### config.mk
export PLATFORM = sky130hd
export DESIGN_NAME = mqtt_publish_header_parser_top
export DESIGN_NICKNAME = d
export VERILOG_FILES = /design/src/rtl/core/mphp_pkg.sv /design/src/rtl/core/mphp_front.sv /design/src/rtl/core/mphp_fifo.sv /design/src/rtl/core/mphp_back.sv /design/src/rtl/core/mqtt_publish_header_parser_top.sv
export VERILOG_INCLUDE_DIRS = /design/src /design/src/rtl/core
export SDC_FILE = /design/constraint.sdc
export NUM_CORES = 1
export LEC_CHECK = 0
export BUFFER_PORTS_ARGS = -buffer_cell sky130_fd_sc_hd__buf_2
export CAP_MARGIN = 10
export CORE_MARGIN = 4
export CORE_UTILIZATION = 50
export DETAILED_ROUTE_END_ITERATION = 10
export PLACE_DENSITY = 0.72
export SETUP_SLACK_MARGIN = 0.2
export SYNTH_ARGS = -nofsm -noshare
export SYNTH_HDL_FRONTEND = slang
export SYNTH_SLANG_ARGS = --single-unit
### constraint.sdc
create_clock -name clock -period 7.6 [get_ports clock]
set_clock_uncertainty 0.05 [all_clocks]
set_input_delay 2.28 -clock clock [delete_from_list [all_inputs] [get_ports clock]]
set_output_delay 2.28 -clock clock [all_outputs]
set_load 0.1 [all_outputs]
### src/rtl/core/mqtt_publish_header_parser_top_defines.svh
// Assertion macros for the MQTT PUBLISH header parser.
// Included by the top level; no other dependencies.
`ifndef MQTT_PUBLISH_HEADER_PARSER_TOP_DEFINES_SVH
`define MQTT_PUBLISH_HEADER_PARSER_TOP_DEFINES_SVH

// Same-cycle implication, disabled during reset.
`define MPHP_ASSERT_NOW(label, clk, rst, ante, cons) \
   label: assert property (@(posedge clk) disable iff (rst) (ante) |-> (cons)) \
      else $error("mphp assertion failed");

// Next-cycle implication, disabled during reset.
`define MPHP_ASSERT_NEXT(label, clk, rst, ante, cons) \
   label: assert property (@(posedge clk) disable iff (rst) (ante) |=> (cons)) \
      else $error("mphp assertion failed");

`endif

### src/rtl/core/mphp_pkg.sv
// Shared types and constants for the MQTT PUBLISH header parser.
// No dependencies; imported by every module of the block.
package mphp_pkg;

   typedef struct packed {
      logic [7:0] in_byte;
      logic       last_byte;
   } mphp_req_type;

   typedef struct packed {
      logic [7:0]  out_byte;
      logic [2:0]  byte_kind;
      logic        done_res;
      logic [1:0]  status;
      logic [1:0]  qos_level;
      logic [15:0] packet_ident;
      logic [15:0] topic_size;
      logic [15:0] payload_length;
      logic [27:0] rem_length;
      logic        ack_needed;
   } mphp_rsp_type;

   typedef struct packed {
      logic [7:0] data;
      logic       last;
      logic       is_publish;
      logic [1:0] qos;
      logic       more;
   } mphp_beat_type;

   typedef struct packed {
      logic avail;
      logic full;
   } mphp_qstat_type;

   typedef enum logic [6:0] {
      PH_HEADER  = 7'b0000001,
      PH_LENGTH  = 7'b0000010,
      PH_TOPLEN  = 7'b0000100,
      PH_TOPIC   = 7'b0001000,
      PH_IDENT   = 7'b0010000,
      PH_PAYLOAD = 7'b0100000,
      PH_IGNORE  = 7'b1000000
   } mphp_phase_type;

   localparam logic [2:0] KIND_HEADER  = 3'd0;
   localparam logic [2:0] KIND_LENGTH  = 3'd1;
   localparam logic [2:0] KIND_TOPLEN  = 3'd2;
   localparam logic [2:0] KIND_TOPIC   = 3'd3;
   localparam logic [2:0] KIND_IDENT   = 3'd4;
   localparam logic [2:0] KIND_PAYLOAD = 3'd5;
   localparam logic [2:0] KIND_IGNORE  = 3'd6;

   localparam logic [1:0] ST_OK          = 2'd0;
   localparam logic [1:0] ST_NOT_PUBLISH = 2'd1;
   localparam logic [1:0] ST_TRUNCATED   = 2'd2;
   localparam logic [1:0] ST_LONG_LENGTH = 2'd3;

   localparam logic [3:0]  PUBLISH_TYPE = 4'h3;
   localparam logic [15:0] FIELD_BYTES  = 16'd2;
   localparam logic [15:0] COUNT_MAX    = 16'hFFFF;
   localparam int unsigned ACCUM_W      = 28;

endpackage

### src/rtl/core/mphp_front.sv
// Input side: accepts request beats and classifies each byte.
// Depends on mphp_pkg; feeds mphp_fifo.
module mphp_front import mphp_pkg::*; (
   input  logic           req_valid,
   output logic           req_stall,
   input  mphp_req_type   req_data,
   input  mphp_qstat_type qstat,
   output logic           push,
   output mphp_beat_type  push_beat
);

   assign req_stall = qstat.full;
   assign push      = req_valid & ~qstat.full;

   always_comb begin
      push_beat.data       = req_data.in_byte;
      push_beat.last       = req_data.last_byte;
      push_beat.is_publish = (req_data.in_byte[7:4] == PUBLISH_TYPE);
      push_beat.qos        = req_data.in_byte[2:1];
      push_beat.more       = req_data.in_byte[7];
   end

endmodule

### src/rtl/core/mphp_fifo.sv
// Short beat queue between the classifier and the parser.
// Depends on mphp_pkg.
module mphp_fifo import mphp_pkg::*; #(
   parameter int unsigned DEPTH = 4
) (
   input  logic           clock,
   input  logic           reset,
   input  logic           push,
   input  mphp_beat_type  push_beat,
   input  logic           pop,
   output mphp_qstat_type qstat,
   output mphp_beat_type  head_beat
);

   localparam int unsigned PW = (DEPTH > 1) ? $clog2(DEPTH) : 1;
   localparam int unsigned CW = $clog2(DEPTH + 1);

   mphp_beat_type   mem_ff [DEPTH];
   logic [PW-1:0]   wr_ptr_ff, wr_ptr_in;
   logic [PW-1:0]   rd_ptr_ff, rd_ptr_in;
   logic [CW-1:0]   count_ff, count_in;

   always_comb begin
      wr_ptr_in = wr_ptr_ff;
      rd_ptr_in = rd_ptr_ff;
      count_in  = count_ff;
      if (push) begin
         wr_ptr_in = (wr_ptr_ff == PW'(DEPTH - 1)) ? '0 : wr_ptr_ff + 1'b1;
      end
      if (pop) begin
         rd_ptr_in = (rd_ptr_ff == PW'(DEPTH - 1)) ? '0 : rd_ptr_ff + 1'b1;
      end
      case ({push, pop})
         2'b10:   count_in = count_ff + 1'b1;
         2'b01:   count_in = count_ff - 1'b1;
         default: count_in = count_ff;
      endcase
   end

   always_ff @(posedge clock) begin
      if (push) begin
         mem_ff[wr_ptr_ff] <= push_beat;
      end
   end

   always_ff @(posedge clock) begin
      if (reset) begin
         wr_ptr_ff <= '0;
         rd_ptr_ff <= '0;
         count_ff  <= '0;
      end else begin
         wr_ptr_ff <= wr_ptr_in;
         rd_ptr_ff <= rd_ptr_in;
         count_ff  <= count_in;
      end
   end

   assign qstat.avail = (count_ff != '0);
   assign qstat.full  = (count_ff == CW'(DEPTH));
   assign head_beat   = mem_ff[rd_ptr_ff];

endmodule

### src/rtl/core/mphp_back.sv
// Parser: phase machine over queued beats and the response register.
// Depends on mphp_pkg; fed by mphp_fifo.
module mphp_back import mphp_pkg::*; #(
   parameter int unsigned LEN_FIELD_MAX_BYTES = 4
) (
   input  logic           clock,
   input  logic           reset,
   input  mphp_qstat_type qstat,
   input  mphp_beat_type  head_beat,
   output logic           pop,
   output logic           rsp_valid,
   input  logic           rsp_stall,
   output mphp_rsp_type   rsp_data
);

   localparam int unsigned LCW = $clog2(LEN_FIELD_MAX_BYTES + 1);

   mphp_phase_type    phase_ff, phase_in, phase_after;
   logic [1:0]        qos_ff, qos_in;
   logic [ACCUM_W-1:0] accum_ff, accum_in;
   logic [LCW-1:0]    lcnt_ff, lcnt_in, lcnt_inc;
   logic [15:0]       toplen_ff, toplen_in;
   logic [15:0]       fc_ff, fc_in, fc_inc;
   logic [15:0]       ident_ff, ident_in;
   logic [15:0]       pay_ff, pay_in;
   logic [1:0]        err_ff, err_in;
   logic [4:0]        len_shift;
   logic [2:0]        kind;
   logic              rsp_valid_ff;
   mphp_rsp_type      rsp_ff, rsp_in;
   logic              advance;

   assign advance = qstat.avail & (~rsp_valid_ff | ~rsp_stall);
   assign pop     = advance;

   always_comb begin
      phase_in    = phase_ff;
      qos_in      = qos_ff;
      accum_in    = accum_ff;
      lcnt_in     = lcnt_ff;
      toplen_in   = toplen_ff;
      fc_in       = fc_ff;
      ident_in    = ident_ff;
      pay_in      = pay_ff;
      err_in      = err_ff;
      kind        = KIND_IGNORE;
      fc_inc      = fc_ff + 16'd1;
      lcnt_inc    = lcnt_ff + 1'b1;
      len_shift   = 5'(lcnt_ff) * 5'd7;
      phase_after = (qos_ff != 2'd0) ? PH_IDENT : PH_PAYLOAD;
      case (phase_ff)
         PH_HEADER: begin
            kind = KIND_HEADER;
            if (!head_beat.is_publish) begin
               err_in   = ST_NOT_PUBLISH;
               phase_in = PH_IGNORE;
            end else begin
               qos_in   = head_beat.qos;
               phase_in = PH_LENGTH;
            end
         end
         PH_LENGTH: begin
            kind     = KIND_LENGTH;
            accum_in = accum_ff | (ACCUM_W'(head_beat.data[6:0]) << len_shift);
            lcnt_in  = lcnt_inc;
            if (head_beat.more) begin
               if (lcnt_inc >= LCW'(LEN_FIELD_MAX_BYTES)) begin
                  err_in   = ST_LONG_LENGTH;
                  phase_in = PH_IGNORE;
               end
            end else begin
               fc_in    = '0;
               phase_in = PH_TOPLEN;
            end
         end
         PH_TOPLEN: begin
            kind      = KIND_TOPLEN;
            toplen_in = {toplen_ff[7:0], head_beat.data};
            fc_in     = fc_inc;
            if (fc_inc >= FIELD_BYTES) begin
               fc_in    = '0;
               phase_in = (toplen_in != 16'd0) ? PH_TOPIC : phase_after;
            end
         end
         PH_TOPIC: begin
            kind  = KIND_TOPIC;
            fc_in = fc_inc;
            if (fc_inc >= toplen_ff) begin
               fc_in    = '0;
               phase_in = phase_after;
            end
         end
         PH_IDENT: begin
            kind     = KIND_IDENT;
            ident_in = {ident_ff[7:0], head_beat.data};
            fc_in    = fc_inc;
            if (fc_inc >= FIELD_BYTES) begin
               fc_in    = '0;
               phase_in = PH_PAYLOAD;
            end
         end
         PH_PAYLOAD: begin
            kind = KIND_PAYLOAD;
            if (pay_ff != COUNT_MAX) begin
               pay_in = pay_ff + 16'd1;
            end
         end
         default: begin
            kind = KIND_IGNORE;
         end
      endcase

      rsp_in           = '0;
      rsp_in.out_byte  = head_beat.data;
      rsp_in.byte_kind = kind;
      if (head_beat.last) begin
         rsp_in.done_res = 1'b1;
         if (err_in != ST_OK) begin
            rsp_in.status = err_in;
         end else if (phase_in == PH_PAYLOAD) begin
            rsp_in.status = ST_OK;
         end else begin
            rsp_in.status = ST_TRUNCATED;
         end
         if (rsp_in.status == ST_OK) begin
            rsp_in.qos_level      = qos_in;
            rsp_in.packet_ident   = ident_in;
            rsp_in.topic_size     = toplen_in;
            rsp_in.payload_length = pay_in;
            rsp_in.rem_length     = accum_in;
            rsp_in.ack_needed     = (ident_in != 16'd0);
         end
         phase_in  = PH_HEADER;
         qos_in    = '0;
         accum_in  = '0;
         lcnt_in   = '0;
         toplen_in = '0;
         fc_in     = '0;
         ident_in  = '0;
         pay_in    = '0;
         err_in    = ST_OK;
      end
   end

   always_ff @(posedge clock) begin
      if (reset) begin
         phase_ff     <= PH_HEADER;
         qos_ff       <= '0;
         accum_ff     <= '0;
         lcnt_ff      <= '0;
         toplen_ff    <= '0;
         fc_ff        <= '0;
         ident_ff     <= '0;
         pay_ff       <= '0;
         err_ff       <= ST_OK;
         rsp_valid_ff <= 1'b0;
      end else begin
         if (advance) begin
            phase_ff  <= phase_in;
            qos_ff    <= qos_in;
            accum_ff  <= accum_in;
            lcnt_ff   <= lcnt_in;
            toplen_ff <= toplen_in;
            fc_ff     <= fc_in;
            ident_ff  <= ident_in;
            pay_ff    <= pay_in;
            err_ff    <= err_in;
         end
         if (advance) begin
            rsp_valid_ff <= 1'b1;
         end else if (!rsp_stall) begin
            rsp_valid_ff <= 1'b0;
         end
      end
   end

   always_ff @(posedge clock) begin
      if (advance) begin
         rsp_ff <= rsp_in;
      end
   end

   assign rsp_valid = rsp_valid_ff;
   assign rsp_data  = rsp_ff;

endmodule

### src/rtl/core/mqtt_publish_header_parser_top.sv
// Top level of the MQTT PUBLISH header parser: classifier, beat queue, parser.
// Depends on mphp_pkg, mphp_front, mphp_fifo, mphp_back and the defines header.
//
//   port group | dir | handshake           | payload
//   req_       | in  | req_valid/req_stall | mphp_req_type: in_byte, last_byte
//   rsp_       | out | rsp_valid/rsp_stall | mphp_rsp_type: byte echo, kind, summary
//
// One byte per cycle sustained while not stalled; one response beat per request beat.
// A byte passes the queue write, then the parser phase register and response register.
// The parse phase register loop sets the rate: one byte enters it per cycle when not stalled.
// Synchronous reset clears the queue pointers, phase machine and response valid.
// rsp_stall holds the response register; the QUEUE_DEPTH-beat queue keeps req_ open until it fills.
`include "mqtt_publish_header_parser_top_defines.svh"
module mqtt_publish_header_parser_top import mphp_pkg::*; #(
   parameter int unsigned LEN_FIELD_MAX_BYTES = 4,
   parameter int unsigned QUEUE_DEPTH         = 4
) (
   input  logic         clock,
   input  logic         reset,
   input  logic         req_valid,
   output logic         req_stall,
   input  mphp_req_type req_data,
   output logic         rsp_valid,
   input  logic         rsp_stall,
   output mphp_rsp_type rsp_data
);

   mphp_qstat_type qstat;
   mphp_beat_type  push_beat;
   mphp_beat_type  head_beat;
   logic           push;
   logic           pop;
   logic           rsp_mid;
   logic           mid_summary_clear;
   logic           ack_ok;
   logic           rsp_done_payload;

   mphp_front u_front (
      .req_valid (req_valid),
      .req_stall (req_stall),
      .req_data  (req_data),
      .qstat     (qstat),
      .push      (push),
      .push_beat (push_beat)
   );

   mphp_fifo #(
      .DEPTH (QUEUE_DEPTH)
   ) u_fifo (
      .clock     (clock),
      .reset     (reset),
      .push      (push),
      .push_beat (push_beat),
      .pop       (pop),
      .qstat     (qstat),
      .head_beat (head_beat)
   );

   mphp_back #(
      .LEN_FIELD_MAX_BYTES (LEN_FIELD_MAX_BYTES)
   ) u_back (
      .clock     (clock),
      .reset     (reset),
      .qstat     (qstat),
      .head_beat (head_beat),
      .pop       (pop),
      .rsp_valid (rsp_valid),
      .rsp_stall (rsp_stall),
      .rsp_data  (rsp_data)
   );

   assign rsp_mid           = rsp_valid && !rsp_data.done_res;
   assign mid_summary_clear = (rsp_data.status == ST_OK) && (rsp_data.packet_ident == 16'd0)
                              && (rsp_data.rem_length == 28'd0)
                              && (rsp_data.payload_length == 16'd0);
   assign ack_ok            = (rsp_data.status == ST_OK) && (rsp_data.packet_ident != 16'd0);
   assign rsp_done_payload  = rsp_valid && rsp_data.done_res
                              && (rsp_data.byte_kind == KIND_PAYLOAD);

   `MPHP_ASSERT_NOW(a_summary_zero_mid, clock, reset, rsp_mid, mid_summary_clear)
   `MPHP_ASSERT_NOW(a_ack_ok, clock, reset, rsp_valid && rsp_data.ack_needed, ack_ok)
   `MPHP_ASSERT_NOW(a_payload_done_ok, clock, reset, rsp_done_payload, rsp_data.status == ST_OK)
   `MPHP_ASSERT_NEXT(a_queue_drains, clock, reset, qstat.avail && !rsp_valid, rsp_valid)

endmodule

# Word-level counts from Yosys, hierarchy flattened
# Memories as Yosys holds them, arrays and structs flattened. A register that Yosys moved wholly into a read port is not among the register bits.
# Index checks and enable logic that the tools add are counted.
[op_classes]
shift = 1
muxes = 49
div = 0
eq_ne = 16
multipliers = 1
n_addsub = 7
order_cmp = 3
reduce_logical = 13
bitwise_logic = 7
[ops]
columns = ["operator", "count"]
rows = [
  ["$mux W16", 11],
  ["$mux W82", 1],
  ["$mux W79", 1],
  ["$mux W28", 2],
  ["$mux W7", 8],
  ["$pmux W16 S3", 1],
  ["$pmux W7 S5", 1],
  ["$add A16 B1 Y16 const B", 2],
  ["$reduce_bool A16 Y1", 2],
  ["$mux W2", 14],
  ["$or A28 B28 Y28", 1],
  ["$shl A7 B5 Y28", 1],
  ["$pmux W3 S6", 1],
  ["$ge A16 B16 Y1", 1],
  ["$ge A16 B2 Y1 const B", 1],
  ["$ne A16 B16 Y1 const B", 1],
  ["$eq A7 B6 Y1 const B", 2],
  ["$reduce_bool A2 Y1", 4],
  ["$eq A7 B1 Y1 const B", 1],
  ["$eq A7 B2 Y1 const B", 1],
  ["$eq A7 B3 Y1 const B", 1],
  ["$eq A7 B4 Y1 const B", 1],
  ["$eq A7 B5 Y1 const B", 1],
  ["$add A3 B1 Y3 const B", 2],
  ["24 further kinds", 35],
]
[word_totals]
reg_bits = 207
output_inout_bits = 95
mem_bits_ro = 0
wordCells = 121
mem_count = 1
ramBits = 52
latch_bits = 0
[memory_table]
columns = ["memory", "depth", "word_bits", "read_ports", "rd_clocked_by_memory_dff", "write_ports", "line", "text"]
rows = [
  ["u_fifo.mem_ff", 4, 13, 1, 1, 1, "mphp_fifo.sv:18", "mphp_beat_type mem_ff [DEPTH];"],
]

# Longest topological paths before layout
[depth]
ltp_word = 12
mapped_depth = 17
depth_no_buf = 14

# Hierarchy
# Synthesis repeated with hierarchy kept, for this count alone.
[unflattened]
cells_unflattened = 1187
area_unflattened_um2 = 12189.2
[by_module_without_submodules]
columns = ["mod", "cells_per_inst", "area_each_um2", "n_inst", "seq_area_each_um2"]
rows = [
  ["mphp_back", 1057, 9741.8, 1, 4934.7],
  ["mphp_fifo", 115, 2331.0, 1, 1741.7],
  ["mphp_front", 15, 116.4, 1, 0.0],
]

# Worst setup path after synthesis
# Ideal clock, no wire load.
[synth_path]
path_kind = "input to register"
start = "input rsp_stall"
end = "register u_fifo.count_ff[2]"
slack_ns = 0.237
cell_stages = 11
t_arrival_ns = 7.243
t_required_ns = 7.480
n_path_buf = 3
setup_time_ns = 0.070
cell_sequence = "a21o_1 clkbuf_1 inv_1 clkbuf_1 clkbuf_1 ha_1 inv_1 fa_1 xor2_1 or3_1 a21oi_1"
[synth_via]
elab_chain_cells = 5
word_cells_on_any_way = 7
classes_between = "eq/ne (2); mux (1); bitwise (3); reduce/logical (1)"
[synth_rtl]
columns = ["item", "line", "text"]
rows = [
  ["start: declaration", "mqtt_publish_header_parser_top.sv:24", "input logic rsp_stall,"],
  ["$not A1 Y1 (*)", "mphp_back.sv:33", "assign advance = qstat.avail & (~rsp_valid_ff | ~rsp_stall);"],
  ["$or A1 B1 Y1 (*)", "mphp_back.sv:33", ""],
  ["$and A1 B1 Y1 (*)", "mphp_back.sv:33", ""],
  ["named net pop", "mqtt_publish_header_parser_top.sv:32", "logic pop;"],
  ["$eq A2 B1 Y1 / $eq A2 B2 Y1 (equally long branches)", "mphp_fifo.sv:33", "case ({push, pop})"],
  ["$pmux W3 S2 / $reduce_bool A2 Y1 (equally long branches)", "-", ""],
  ["end signal: assignment", "mphp_fifo.sv:54", "count_ff <= count_in;"],
  ["end: declaration", "mphp_fifo.sv:21", "logic [CW-1:0] count_ff, count_in;"],
]
# Mark *: on every way through the listed nets, which the timed path passes. The rest lies on a longest branch.
# A chain may end at the register's enable or synchronous reset.

# Worst setup path in the final report
[layout_path]
start = "register u_back.fc_ff[0]"
end = "register u_back.rsp_ff (netlist bit u_back.rsp_data[14]), data pin"
[layout_via]
elab_chain_cells = 10
word_cells_on_any_way = 13
classes_between = "add/sub (1); order compare (2); eq/ne (1); mux (7); reduce/logical (2)"
[layout_rtl]
columns = ["item", "line", "text"]
rows = [
  ["start: declaration", "mphp_back.sv:23", "logic [15:0] fc_ff, fc_in, fc_inc;"],
  ["start signal: assignment", "mphp_back.sv:164", "fc_ff <= fc_in;"],
  ["$add A16 B1 Y16 (*)", "mphp_back.sv:47", "fc_inc = fc_ff + 16'd1;"],
  ["$ge A16 B2 Y1 / $ge A16 B16 Y1 (equally long branches)", "mphp_back.sv:80, mphp_back.sv:97, mphp_back.sv:88", ""],
  ["$mux W7, on equally long branches", "mphp_back.sv:97, mphp_back.sv:80, mphp_back.sv:88", ""],
  ["$pmux W7 S5 (*)", "mphp_back.sv:51", "case (phase_ff)"],
  ["$eq A7 B6 Y1 (*)", "mphp_back.sv:120", "end else if (phase_in == PH_PAYLOAD) begin"],
  ["$mux W2 (*)", "mphp_back.sv:120", ""],
  ["$mux W2 (*)", "mphp_back.sv:118", "if (err_in != ST_OK) begin"],
  ["$mux W2 (*)", "mphp_back.sv:116", "if (head_beat.last) begin"],
  ["$logic_not A2 Y1 (*)", "mphp_back.sv:125", "if (rsp_in.status == ST_OK) begin"],
  ["$reduce_and A2 Y1 (no line) (*)", "-", ""],
  ["end signal: assignment", "mphp_back.sv:179", "rsp_ff <= rsp_in;"],
  ["end: declaration", "mphp_back.sv:30", "mphp_rsp_type rsp_ff, rsp_in;"],
]
# Mark *: on every way between the ends. The rest lies on a longest branch, timed or not. The select of a mux whose other input is x is not followed.

==> metrics.cfg <==
[status]
outcome=finished, final reports clean

[synth]
async_reset_ff_share_pct=0
syn_inst=1169
synth_top_cell_by_area=edfxtp_1
synth_area_mm2=0.01162
synth.top_cells.by_area=edfxtp_1 (34%), dfxtp_1 (20%), nor2_1 (6.3%)
synth_top_area_share_pct=34.37
synth-edff-count=133
ys_seq_area_share_pct=54.36
ys_seq_elements=249
synth_fp_nets=1213
synth.distinct_cells=68
ys.warnings.count=0
avgSynthCellArea_um2=9.939
ys.flop_type=edfxtp_1

[critical_path]
crit_path_end_kind=register
reg2reg_slack_ns=2.31
crit_type=reg -> reg
cp.arrival_ns=5.63
worst_path_max_delay_cell=nand4b_4
max_stage_delay_ns=0.62
critical_path.cell_chain=ha_1, nand4_1, or2_2, nor3_1, xor2_1, ha_1, nand4_1, a211o_1, o21ai_0, o21ai_0, a2111oi_4, nand4b_4, buf_4, o21ba_1
r2r_cells=14
rr_endpoint=u_back.rsp_data[14]
cp_data_required_time_ns=7.94
r2r_start=u_back.fc_ff[0]
start_kind=register
cp_max_fo=46

[placement]
place.gp.congestion=0.9472
postPlaceCellArea_mm2=0.01231
post-dp-hpwl_mm=17.98
io_buffers=107
dp.cells=1524

[timing]
final_hold_viol_count=0
post-route-min-period_ns=5.293
fmax_ghz=0.1889
relSlewSlack_pct=24.85
setup_tns_ns=0
worstMarginPinSlew_ns=1.120
min_period_over_period_pct=69.64
finalSetupViolCount=0
finalMaxSlewViolations=0
rsz0062_at_grt=false

[clocking]
clk_root_buffer_cell=clkbuf_16
postCtsSetupRepairBufs=0
numCtsBuffers=26
clkLatencyLatePin_ns=0.53
clock_path_buffers=3
cts_tree=yes
cts_resized=0
clkSinkCount=249
cts.clk_slew.worst_paths_ns=0.06
cts_htree_levels=1
cts_hold_buf=0

[final_layout]
fin_cells=1574
postLayoutCellArea_mm2=0.01320
fin_nets=1284
final_cell_mix=nor2_1 (196), edfxtp_1 (133), dfxtp_1 (116)
final_common_cell=nor2_1
areaGrowthSynthToFinish_pct=13.62
drive_above_1_share_pct=15.56
fillCellCount=1967
utilization_pct=57.96

[min_path]
min_to=u_back.accum_ff[20]
min_from=u_back.accum_ff[20]
holdPathStages=2
hold_path_class=reg -> reg

[die]
initial_core_util_pct=51.01
row_count=55
die-area_mm2=0.02574
core_area_mm2=0.02278
io_pins=108
fp.dieW_um=160.4
die_y_um=160.4

[global_routing]
grt_antenna_before_repair=0
grt_pass1_vias=8499
grt_max_degree=61
grt_pass1_wl_mm=43.47
grt_usage_pct=20.31
gr-total-overflow=0

[route]
drtPass1Iterations=6
drtIter0Drc=805
num_vias=9014
drc=0
drt_wl_total_mm=26.80
viasPerCell=5.727
wl_per_cell_um=17.03
drtAntennaViolNets=0

[run]
maxCapViolations=0

==> layout make-up <==
class | instances | area, um2 | share of cell area [%]
Timing Repair Buffer | 116 | 603.1 | 4.568
Tap cell | 313 | 391.6 | 2.967
Sequential cell | 249 | 6316 | 47.84
Antenna cell | 1 | 2.502 | 0.01896
Clock inverter | 11 | 131.4 | 0.9952
Clock buffer | 37 | 743.2 | 5.630
Multi-Input combinational cell | 811 | 4876 | 36.93
Inverter | 36 | 137.6 | 1.043
==> critical path: cells and delay by family, from the launching register on <==
| kind | cells | cell delay (ns) |
|---|---|---|
| compound gates | 5 | 1.84 |
| xor+xnor | 1 | 0.12 |
| fa+ha+maj | 2 | 0.68 |
| buf+inv | 1 | 0.51 |
| flops | 1 | 0.45 |
| simple gates | 5 | 1.50 |
==> per-layer routing <==
metal | vias up | global-route usage, % | share of wire [%]
li1 | 4336 | - | -
met1 | 4307 | 27.58 | 43
met2 | 306 | 32.87 | 47
met3 | 65 | 3.362 | 6.5
met4 | 0 | 7.783 | 3.2
met5 | - | 0 | 0
==> Yosys cell counts, types with 4 or more instances <==
master / count
nor2_1: 196
edfxtp_1: 133
dfxtp_1: 116
nand2_1: 115
a21oi_1: 103
clkbuf_1: 58
a22oi_1: 50
o21ai_0: 37
inv_1: 36
ha_1: 28
nor3_1: 28
nand3_1: 27
xnor2_1: 24
xor2_1: 17
nand4_1: 14
nor4_1: 12
mux2i_1: 11
or3_1: 11
a211oi_1: 10
a31oi_1: 10
and2_1: 10
nor2_2: 10
mux4_2: 9
and3_1: 8
buf_2: 8
mux2_2: 8
a32oi_1: 6
nor2b_1: 6
a21o_1: 5
buf_1: 4
==> registers in the layout (all words and copies together) (netlist names), named ones only <==
register          cells
u_back.fc_ff         16
u_fifo.count_ff       3
u_back.qos_ff         2
u_fifo.rd_ptr_ff      2
u_back.err_ff         2
u_back.accum_ff      28
u_back.ident_ff      16
u_back.rsp_valid      1
u_fifo.mem_ff        40
u_back.lcnt_ff        3
u_back.toplen_ff     16
u_fifo.wr_ptr_ff      2
u_back.phase_ff       7
u_back.pay_ff        16
u_back.rsp_data      93
==> how the worst max path moves through the flow <==
stage / from / to / depth (start not counted)
2_1_floorplan: rsp_stall / u_fifo.count_ff[2] / 11
3_3_place_gp: rsp_stall / u_back.fc_ff[3] / 8
3_5_place_dp: rsp_stall / u_back.fc_ff[11] / 8
4_1_cts: u_back.fc_ff[0] / u_back.rsp_data[14] / 14
5_1_grt: u_back.fc_ff[0] / u_back.rsp_data[14] / 14
6_report: u_back.fc_ff[0] / u_back.rsp_data[14] / 14
==> metrics by stage <==
step                hold WS, ns  worst slack [ns]
floorplan                0.3874            0.2366
global placement         0.3971             2.170
detailed placement       0.4043             2.050
CTS                      0.4211             2.316
global route             0.4370             1.802
finish                   0.4183             2.307
==> kinds of logic (layout without fill, tap and decap cells) <==
family                   count (synthesis)  count (layout)  share of synthesized area, %
AO/OA/AOI/OAI                          254             254                         13.86
XOR/XNOR                                41              41                         3.091
adder cells (fa/ha/maj)                 31              31                         3.532
buffers and inverters                  109             200                         3.769
flip-flops                             249             249                         54.36
multiplexers                            28              28                         3.468
other                                    0               1                             0
AND/OR/NAND/NOR                        457             457                         17.92
Power is left out: the tool's default activity adds up to more than one toggle a clock period on the data nets, which glitch-free logic cannot reach.
